==> src/hdl/drrip_pkg.sv <==
// ----------------------------------------------------------------------------
// drrip_pkg
// Shared types and constants for the DRRIP replacement policy block.
// ----------------------------------------------------------------------------
package drrip_pkg;

  // default configuration
  localparam int DEF_NUM_SETS           = 1024;
  localparam int DEF_NUM_WAYS           = 16;
  localparam int DEF_DEDICATED_PER_1024 = 32;
  localparam int DEF_SELECTOR_MAX       = 1024;
  localparam int DEF_BIP_PERIOD         = 32;

  // fixed field widths
  localparam int REQ_W      = 3;
  localparam int SET_IDX_W  = 10;
  localparam int WAY_IDX_W  = 4;
  localparam int WAY_EXT_W  = 5;
  localparam int VICTIM_W   = 4;
  localparam int RANK_OUT_W = 5;

  // re-reference values
  localparam logic [1:0] RRPV_NEAR   = 2'd3;
  localparam logic [1:0] RRPV_LONG   = 2'd1;
  localparam logic [1:0] RRPV_DISTANT = 2'd0;

  // request codes
  typedef enum logic [REQ_W-1:0] {
    REQ_HIT    = 3'd0,
    REQ_MISS   = 3'd1,
    REQ_VICTIM = 3'd2,
    REQ_FILL   = 3'd3,
    REQ_RANK   = 3'd4
  } req_code_t;

  // row operation handed to the row update logic
  typedef struct packed {
    req_code_t              code;
    logic [WAY_EXT_W-1:0]   way;
    logic                   way_ok;
    logic [1:0]             ins_val;
  } row_op_t;

endpackage

==> src/hdl/drrip_row_upd.sv <==
// ----------------------------------------------------------------------------
// drrip_row_upd
// Modifies one set row of re-reference values and fill-order ranks for a
// request and forms the result fields.
// ----------------------------------------------------------------------------
module drrip_row_upd import drrip_pkg::*; #(
  parameter int NUM_WAYS = DEF_NUM_WAYS
) (
  input  row_op_t                                      op,
  input  logic [NUM_WAYS*2-1:0]                        rrpv_row,
  input  logic [NUM_WAYS*$clog2(NUM_WAYS+1)-1:0]       rank_row,
  output logic [NUM_WAYS*2-1:0]                        rrpv_new,
  output logic [NUM_WAYS*$clog2(NUM_WAYS+1)-1:0]       rank_new,
  output logic [VICTIM_W-1:0]                          victim_way,
  output logic [RANK_OUT_W-1:0]                        fill_rank
);

  localparam int RANK_W = $clog2(NUM_WAYS+1);

  logic [1:0]        rrpv_min;
  logic              any0, any1, any2;
  logic [RANK_W-1:0] mine;
  logic              found;
  logic [VICTIM_W-1:0] victim_sel;

  // smallest value in the row and rank of the addressed way
  always_comb begin
    any0 = 1'b0;
    any1 = 1'b0;
    any2 = 1'b0;
    mine = '0;
    for (int i = 0; i < NUM_WAYS; i++) begin
      any0 = any0 | (rrpv_row[2*i +: 2] == 2'd0);
      any1 = any1 | (rrpv_row[2*i +: 2] == 2'd1);
      any2 = any2 | (rrpv_row[2*i +: 2] == 2'd2);
      if (op.way == WAY_EXT_W'(i)) begin
        mine = mine | rank_row[RANK_W*i +: RANK_W];
      end
    end
    if (any0) begin
      rrpv_min = 2'd0;
    end else if (any1) begin
      rrpv_min = 2'd1;
    end else if (any2) begin
      rrpv_min = 2'd2;
    end else begin
      rrpv_min = 2'd3;
    end
  end

  // lowest way holding the minimum becomes the victim after aging
  always_comb begin
    found      = 1'b0;
    victim_sel = '0;
    for (int i = 0; i < NUM_WAYS; i++) begin
      if (!found && rrpv_row[2*i +: 2] == rrpv_min) begin
        found      = 1'b1;
        victim_sel = VICTIM_W'(i);
      end
    end
  end

  // row modification per request
  always_comb begin
    rrpv_new   = rrpv_row;
    rank_new   = rank_row;
    victim_way = '0;
    fill_rank  = '0;
    unique case (op.code)
      REQ_HIT: begin
        for (int i = 0; i < NUM_WAYS; i++) begin
          if (op.way_ok && op.way == WAY_EXT_W'(i)) begin
            rrpv_new[2*i +: 2] = RRPV_NEAR;
          end
        end
      end
      REQ_VICTIM: begin
        for (int i = 0; i < NUM_WAYS; i++) begin
          rrpv_new[2*i +: 2] = rrpv_row[2*i +: 2] - rrpv_min;
        end
        victim_way = victim_sel;
      end
      REQ_FILL: begin
        for (int i = 0; i < NUM_WAYS; i++) begin
          if (op.way_ok) begin
            if (op.way == WAY_EXT_W'(i)) begin
              rrpv_new[2*i +: 2]          = op.ins_val;
              rank_new[RANK_W*i +: RANK_W] = '0;
            end else if (rank_row[RANK_W*i +: RANK_W] < mine) begin
              rank_new[RANK_W*i +: RANK_W] = rank_row[RANK_W*i +: RANK_W] + 1'b1;
            end
          end
        end
      end
      REQ_RANK: begin
        fill_rank = op.way_ok ? RANK_OUT_W'(mine) : RANK_OUT_W'(NUM_WAYS);
      end
      default: begin
        rrpv_new = rrpv_row;
      end
    endcase
  end

endmodule

==> config.mk <==
export PLATFORM = sky130hd
export DESIGN_NAME = drrip_row_upd
export DESIGN_NICKNAME = d
export VERILOG_FILES = /design/src/hdl/drrip_pkg.sv /design/src/hdl/drrip_row_upd.sv
export SDC_FILE = /design/constraint.sdc
export NUM_CORES = 1
export LEC_CHECK = 0
export BUFFER_PORTS_ARGS = -buffer_cell sky130_fd_sc_hd__buf_2
export CORE_MARGIN = 8
export CORE_UTILIZATION = 50
export DETAILED_ROUTE_END_ITERATION = 12
export PLACE_DENSITY = 0.82
export SYNTH_ARGS = -nofsm -noshare
export SYNTH_HDL_FRONTEND = slang
export SYNTH_SLANG_ARGS = --single-unit
export TNS_END_PERCENT = 20
==> constraint.sdc <==
create_clock -name vclk -period 16.4
set_input_delay 3.28 -clock vclk [all_inputs]
set_output_delay 3.28 -clock vclk [all_outputs]
set_load 0.01 [all_outputs]
Word level (Yosys, flattened, before mapping)
Cells that the tools add are included.

Bitwise logic cells: 60. Muxes and demuxes: 150. Add/subtract/negate cells: 32. Reduce and logical (&&, ||, !) cells: 64. Eq/ne operators: 66. Magnitude comparators: 16.

Operators with widths (count): 2-to-1 mux 5 bit (66); 2-to-1 mux 2 bit (50); one-hot mux 32 bit (3 select lines) (1); adder 5 x 1 -> 5 bit, second input constant (16); less-than comparator 5 bit (16); 2-to-1 mux 80 bit (1); bitwise OR 5 bit (15); 2-to-1 mux 4 bit (15); bitwise OR 1 bit (45); == test 5 x 4 -> 1 bit, second input constant (8); == test 2 x 1 -> 1 bit, second input constant (16); == test 2 bit (16); == test 2 bit, second input constant (16); zero test 2 bit (16); subtractor 2 bit (16); logical AND 1 bit (31); == test 5 x 3 -> 1 bit, second input constant (4); 2-to-1 mux 1 bit (17); zero test 1 bit (15); == test 5 x 2 -> 1 bit, second input constant (2); == test 3 x 2 -> 1 bit, second input constant (2); == test 5 x 1 -> 1 bit, second input constant (1); zero test 5 bit (1); == test 3 bit, second input constant (1); zero test 3 bit (1).

Flip-flop bits (word level): 0. Word-level logic and storage cells: 388.

Depth between registers and ports, before layout
Gate-level depths: netlist of the first run.

Depth after elaboration: 67. Gate-level depth with buffers: 17. Mapped depth without buffers: 15.

Worst setup path after synthesis of the first run
Ideal clock, no wire load.

Path kind: input port to output port. Start: input port op[3] in the netlist's numbering. End: output port rank_new[78]. Path slack: 6.466 ns. Data required time: 13.120 ns. Buffers on the path: 1. Arrival: 6.654 ns. Stages: 16. Path through: buf_2 -> nand2b_1 -> nor2_1 -> a22o_1 -> a221oi_1 -> nand3_1 -> nor2_1 -> ha_1 -> a21o_1 -> a21o_1 -> nor3_1 -> o31ai_1 -> a21oi_1 -> nand4_1 -> xor2_1 -> nor2_1.

Word-level cells in the longest chain between the ends: 37. Elaborated cells on any way between the ends: 52. Classes of those cells: order compare (1); eq/ne (15); mux (20); bitwise (15); reduce/logical (1).

RTL lines: start: declaration (line drrip_row_upd.sv:9) `input row_op_t op,`; zero test 5 bit (line drrip_row_upd.sv:36) `if (op.way == WAY_EXT_W'(i)) begin`; 2-to-1 mux 5 bit (line drrip_row_upd.sv:36); bitwise OR 5 bit (line drrip_row_upd.sv:37) `mine = mine | rank_row[RANK_W*i +: RANK_W];`; 2-to-1 mux 5 bit (line drrip_row_upd.sv:36); bitwise OR 5 bit (line drrip_row_upd.sv:37); 2-to-1 mux 5 bit (line drrip_row_upd.sv:36); bitwise OR 5 bit (line drrip_row_upd.sv:37); 2-to-1 mux 5 bit (line drrip_row_upd.sv:36); [... 21 more ...]; 2-to-1 mux 5 bit (line drrip_row_upd.sv:36); bitwise OR 5 bit (line drrip_row_upd.sv:37); 2-to-1 mux 5 bit (line drrip_row_upd.sv:36); less-than comparator 5 bit (line drrip_row_upd.sv:89) `end else if (rank_row[RANK_W*i +: RANK_W] < mine) begin`; 2-to-1 mux 5 bit (line drrip_row_upd.sv:89); 2-to-1 mux 5 bit (*) (line drrip_row_upd.sv:86) `if (op.way == WAY_EXT_W'(i)) begin`; 2-to-1 mux 5 bit (*) (line drrip_row_upd.sv:85) `if (op.way_ok) begin`; 2-to-1 mux 80 bit (*) (line drrip_row_upd.sv:69) `unique case (op.code)`; end: declaration (line drrip_row_upd.sv:13) `output logic [NUM_WAYS*$clog2(NUM_WAYS+1)-1:0] rank_new,`.

Every way passes the cells marked *; elsewhere a longest branch is shown, timed or not.

Worst setup path after layout of the first run
Start: input port op[4] in the netlist's numbering. End: output port rank_new[24].

The elaborated chain is that of the path after synthesis.

==> reports/metrics.yaml, run 1 <==
outcome:
  status: "complete, no violations"
sta:
  tightest_slew_ns: 1.13
  max_freq_mhz: 94.5
  period_minus_slack_ns: 10.58
  drv_slew: 0
  whs_ns: 6.91
  rsz0062_at_grt: "false"
  tns_ns: 0
  slew_headroom_pct: 24.5
  setup_viol: 0
  final-hold-violation-count: 0
  fin_crit_sh_pct: 64.5
detailed_routing:
  first_iter_violations: 1067
  wl_per_cell_um: 19.8
  finalWirelength_mm: 26.6
  vias: 8489
  vias_per_cell: 6.32
  drt_pass1_iterations: 5
  drc: 0
  postRouteAntennaNets: 0
synth:
  yosysTopAreaCell: "ha_1"
  syn_area_um2: 6190
  netlist.area_leader.share_pct: 19.4
  ys_types: 57
  synth_nets: 1175
  yosys_warnings: 0
  seq_area_frac_synth_pct: 0
  avgSynthCellArea_um2: 6.47
  synthTopCellsByArea: "ha_1 (19%), nor2_1 (9.7%), o21ai_0 (8.1%)"
  synth_cells: 956
die:
  die_area_um2: 16200
  ios: 244
  num_rows: 40
  die_y_um: 127
  die_w_um: 127
  coreArea_um2: 12100
  initial_core_util_pct: 51.3
worst_hold_path:
  min_path_type: "in2out"
finish:
  seq_cells: 0
  num-fill-cells: 1213
  nNetsFinal: 1396
  drive_above_1_share_pct: 23.6
  regArea_um2: 0
  layout_common_cells: "buf_2 (244), nor2_1 (160), o21ai_0 (100)"
  syn_to_final_growth_pct: 22.0
  n_antenna_cell: 0
  clockBufferCount: 0
  layout_commonest_cell: "buf_2"
pwr:
  p_sw_w: 0.000146
  p_total_w: 0.000237
  power_density_nw_per_um2: 31.4
  clkPwrFrac_pct: 0
  power_frac_seq_pct: 0
  leakage_nw: 3.55
  swShare_pct: 61.4
  ir_drop_v: 0.0000172
  combPwrFrac_pct: 100.0
  internal-power_w: 0.0000915
clock_network:
  post_cts_buffers: 0
  cts_hold_buf: 0
  ctsResizeCount: 0
global_routing:
  grt_pass1_wl_mm: 41.6
  grt_use_total_pct: 30.8
  antenna_found_initial: 0
  grt_max_degree: 52
  grt_pass1_vias: 7970
  overflow: 0
critical_path:
  criticalPathCategory: "in2out"
  crit_path_start_kind: "input pin"
  arrival_ns: 7.30
  path_max_fanout: 13
  cp.required_ns: 13.12
  setup.worst_path.end_class: "primary output"
placement:
  portBuffers: 244
  dp_hpwl_mm: 21.7
  place_congestion: 1.00
flow_run:
  maxCapViolations: 0
synthesized netlist by cell type (21+ instances only):
library cell and instances:
xor2_1 55, clkbuf_1 25, nor3_1 21, nor2_1 160, nand2_1 81, inv_1 24, ha_1 96, o21ai_0 100
nand2b_1 21, nand3_1 50, a21oi_1 70
logic make-up after synthesis:
| family | after synthesis | share of synthesized area (%) |
|---|---|---|
| mux | 4 | 0.667 |
| xor+xnor | 74 | 10.5 |
| buf+inv | 57 | 3.60 |
| simple gates | 411 | 31.0 |
| fa+ha+maj | 96 | 19.4 |
| compound gates | 314 | 34.8 |
final cells by class:
cell class | count | area (um2) | area share (%)
multi-input cells | 899 | 5970 | 79.1
repair buffers | 252 | 1280 | 17.0
inverters | 24 | 90.1 | 1.19
well taps | 168 | 210 | 2.78
power groups by stage:
stage                     combinational (W)  sequential (W)  clock [W]
after floorplan                    0.000143               0          0
after global placement             0.000228               0          0
after detailed placement           0.000231               0          0
after CTS                          0.000233               0          0
after global routing               0.000260               0          0
final                              0.000237               0          0
per-stage QoR:
stage	worst slack, ns	util (%)	area [um2]	instances
after floorplan	6.47	-	6190	956
after CTS	5.88	62.6	7550	1343
after global routing	5.45	62.6	7550	1343
after global placement	6.01	62.6	7550	1343
final	5.82	62.6	7550	1343
after detailed placement	5.89	62.6	7550	1343
worst paths after layout:
check | start | to | cells after the start
setup / recovery | op[4] | rank_new[24] | 17
hold / removal | op[10] | fill_rank[4] | 4
layer usage:
layer  vias to the layer above  GRT usage, %  share of wire, %
met2                       559          49.7                44
met4                         0          11.9               3.5
met1                      3862          39.9                41
li1                       3992             -                 -
met3                        76          5.41                12
met5                         -             0                 0
critical path: stages:
cell,delay [ns]
buf_2,0.23
nand2b_1,0.34
nor2_1,0.20
a22o_1,0.22
a221oi_1,0.27
nand3_1,0.13
nor2_1,0.57
buf_4,0.32
ha_1,0.27
a21o_1,0.16
a21oi_1,0.14
nor2b_1,0.08
a2111oi_4,0.48
nand4_1,0.20
xor2_1,0.17
nor2_1,0.08
buf_2,0.14
Power figures use the tool's default switching activity.
==> run 2, diff against run 1 <==
--- a/config.mk
+++ b/config.mk
@@ -7,9 +7,9 @@
 export LEC_CHECK = 0
 export BUFFER_PORTS_ARGS = -buffer_cell sky130_fd_sc_hd__buf_2
 export CORE_MARGIN = 8
-export CORE_UTILIZATION = 50
+export CORE_UTILIZATION = 47
 export DETAILED_ROUTE_END_ITERATION = 12
-export PLACE_DENSITY = 0.82
+export PLACE_DENSITY = 0.81
 export SYNTH_ARGS = -nofsm -noshare
 export SYNTH_HDL_FRONTEND = slang
 export SYNTH_SLANG_ARGS = --single-unit
==> constraint.sdc (replaced) <==
create_clock -name vclk -period 9.6
set_input_delay 1.92 -clock vclk [all_inputs]
set_output_delay 1.92 -clock vclk [all_outputs]
set_load 0.01 [all_outputs]
==> run 2 against run 1 <==
  * Worst hold slack lost 2.7 ns
  * Total power is 70% higher
  * Wire length grew 1.9%
  * Global-route usage is 0.73 points lower
  * Final cell count is 0.89% higher
  * Combinational power is 70% higher
  * Die area rose by 5.6%
  * Clock-buffer cell count unchanged
  * Design area is 0.27% higher
  * Non-clock buffer count is the same
  * Via count is essentially flat
  * Sequential share of layout area unchanged
  * Largest cell class unchanged
==> reports/metrics.yaml, run 2 (synthesized netlist as in run 1, its figures left out) <==
detailed_routing:
  drt_pass1_iterations: 6  # +1
  wl_per_cell_um: 20.0  # +0.96%
  drc: 0  # unchanged
  vias_per_cell: 6.27  # -0.82%
  postRouteAntennaNets: 0  # unchanged
  vias: 8495  # +0.071%
  finalWirelength_mm: 27.1  # +1.9%
  first_iter_violations: 984  # -7.8%
sta:
  rsz0062_at_grt: "false"
  whs_ns: 4.22  # -2.69 ns
  tightest_slew_ns: 1.09  # -0.0407 ns
  final-hold-violation-count: 0  # unchanged
  max_freq_mhz: 128
  tns_ns: 0  # unchanged
  fin_crit_sh_pct: 81.4
  period_minus_slack_ns: 7.81
  drv_slew: 0  # unchanged
  setup_viol: 0  # unchanged
  slew_headroom_pct: 27.2  # +2.7 points
critical_path:
  crit_slowest_cell: "nor2_1"
  path_max_fanout: 13  # unchanged
  crit_top_cell: "nor2_1"
  crit_buf_inv: 3  # unchanged
  setup.worst_path.end_class: "primary output"
  arrival_ns: 5.89  # -1.41 ns
  crit_start: "op[3]"
  max_stage_delay_ns: 0.46  # -0.11 ns
  cp.depth: 18  # +1
  critical-path-top-delay-family: "simple AND/OR/NAND/NOR gates"
  crit_path_end: "rank_new[79]"
  criticalPathCategory: "in2out"
  crit_chain: "buf_2 > nand2b_1 > nor2_1 > a22o_1 > a221oi_1 > nand3_1 > nor2_1 > buf_4 > ha_1 > a21o_1 > a21o_1 > nor3_1 > o31ai_1 > a21oi_1 > nand4_1 > xor2_1 > nor2_1 > buf_2"
  cp.required_ns: 7.68  # -5.44 ns
  crit_path_start_kind: "input pin"
pwr:
  ir_drop_v: 0.0000265  # +54%
  power_density_nw_per_um2: 53.4  # +70%
  p_total_w: 0.000404  # +70%
  leakage_nw: 3.55  # about the same
global_routing:
  grt_max_degree: 52  # unchanged
  grt_pass1_vias: 7776  # -2.4%
  grt_use_total_pct: 30.1  # -0.73 points
  overflow: 0  # unchanged
  antenna_found_initial: 3  # +3
  grt_pass1_wl_mm: 41.3  # -0.63%
finish:
  clockBufferCount: 0  # unchanged
  drive_above_1_share_pct: 23.6  # unchanged
  num-fill-cells: 1366  # +13%
  regArea_um2: 0  # unchanged
  nNetsFinal: 1396  # unchanged
  seq_cells: 0  # unchanged
  fin_area_um2: 7570  # +0.27%
  layout_common_cells: "buf_2 (244), nor2_1 (160), o21ai_0 (100)"
  layout_commonest_cell: "buf_2"
  syn_to_final_growth_pct: 22.3
  final-instance-count-excl-fill: 1355  # +0.89%
placement:
  dpl-instance-area_um2: 7560  # +0.13%
  portBuffers: 244  # unchanged
  dp_hpwl_mm: 22.1  # +2.0%
  dp.cells: 1351  # +0.60%
  place_congestion: 1.02  # +1.7%
die:
  ios: 244  # unchanged
  die_w_um: 131  # +2.7%
  initial_core_util_pct: 47.5  # -3.8 points
  die_area_um2: 17100  # +5.6%
  die_y_um: 131  # +2.7%
  num_rows: 42  # +5.0%
  coreArea_um2: 13000  # +8.0%
clock_network:
  post_cts_buffers: 0  # unchanged
  ctsResizeCount: 0  # unchanged
  cts_hold_buf: 0  # unchanged
worst_hold_path:
  min_path_type: "in2out"
flow_run:
  maxCapViolations: 0  # unchanged
outcome:
  status: "complete, no violations"
run 2: cell count changes in the layout (fill, tap and decap cells not counted):
cell / delta
diode_2: +4
run 2: report_power, final:
| part | total, W | switching [W] | internal, W |
|---|---|---|---|
| Clock | 0.0000000000558 | 0 | 0.0000000000557 |
| Sequential | 0 | 0 | 0 |
| Combinational | 0.000404 | 0.000248 | 0.000156 |
| Total | 0.000404 | 0.000248 | 0.000156 |
run 2: cell type report:
type | instances | area (um2) | share of cell area (%)
Inverter | 24 | 90.1 | 1.19
Antenna cell | 4 | 10.0 | 0.132
Timing Repair Buffer | 252 | 1280 | 16.9
Tap cell | 176 | 220 | 2.91
Multi-Input combinational cell | 899 | 5970 | 78.8
run 2: worst min-delay path, delay by kind of cell:
kind | cells | cell delay (ns)
buffers and inverters | 2 | 0.27
AOI/OAI and AO/OA | 1 | 0.05
and+or+nand+nor | 1 | 0.06
run 2: how the worst min path moves through the flow:
stage               startpoint           end  slack (ns)  cells past startpoint
floorplan               op[10]  fill_rank[4]        3.93                      2
finish                  op[10]  fill_rank[4]        4.22                      4
global route            op[10]  fill_rank[4]        4.24                      4
detailed placement      op[10]  fill_rank[4]        4.21                      4
CTS                     op[10]  fill_rank[4]        4.22                      4
global placement        op[10]  fill_rank[4]        4.21                      4
run 2: routing by layer:
| layer | wire (um) | global-route usage [%] | vias to the layer above | part of all wire [%] |
|---|---|---|---|---|
| li1 | - | - | 3997 | - |
| met3 | 3010 | 4.50 | 87 | 11 |
| met5 | 12 | 0 | - | 0.044 |
| met2 | 12400 | 50.2 | 557 | 46 |
| met4 | 952 | 9.93 | 2 | 3.5 |
| met1 | 10800 | 38.7 | 3852 | 40 |
run 2: metrics by stage:
step / setup WS, ns / util (%)
2_1_floorplan: 2.39 / -
3_3_place_gp: 1.99 / 58.0
3_5_place_dp: 1.89 / 58.0
4_1_cts: 1.87 / 58.0
5_1_grt: 1.50 / 58.0
6_report: 1.79 / 58.1
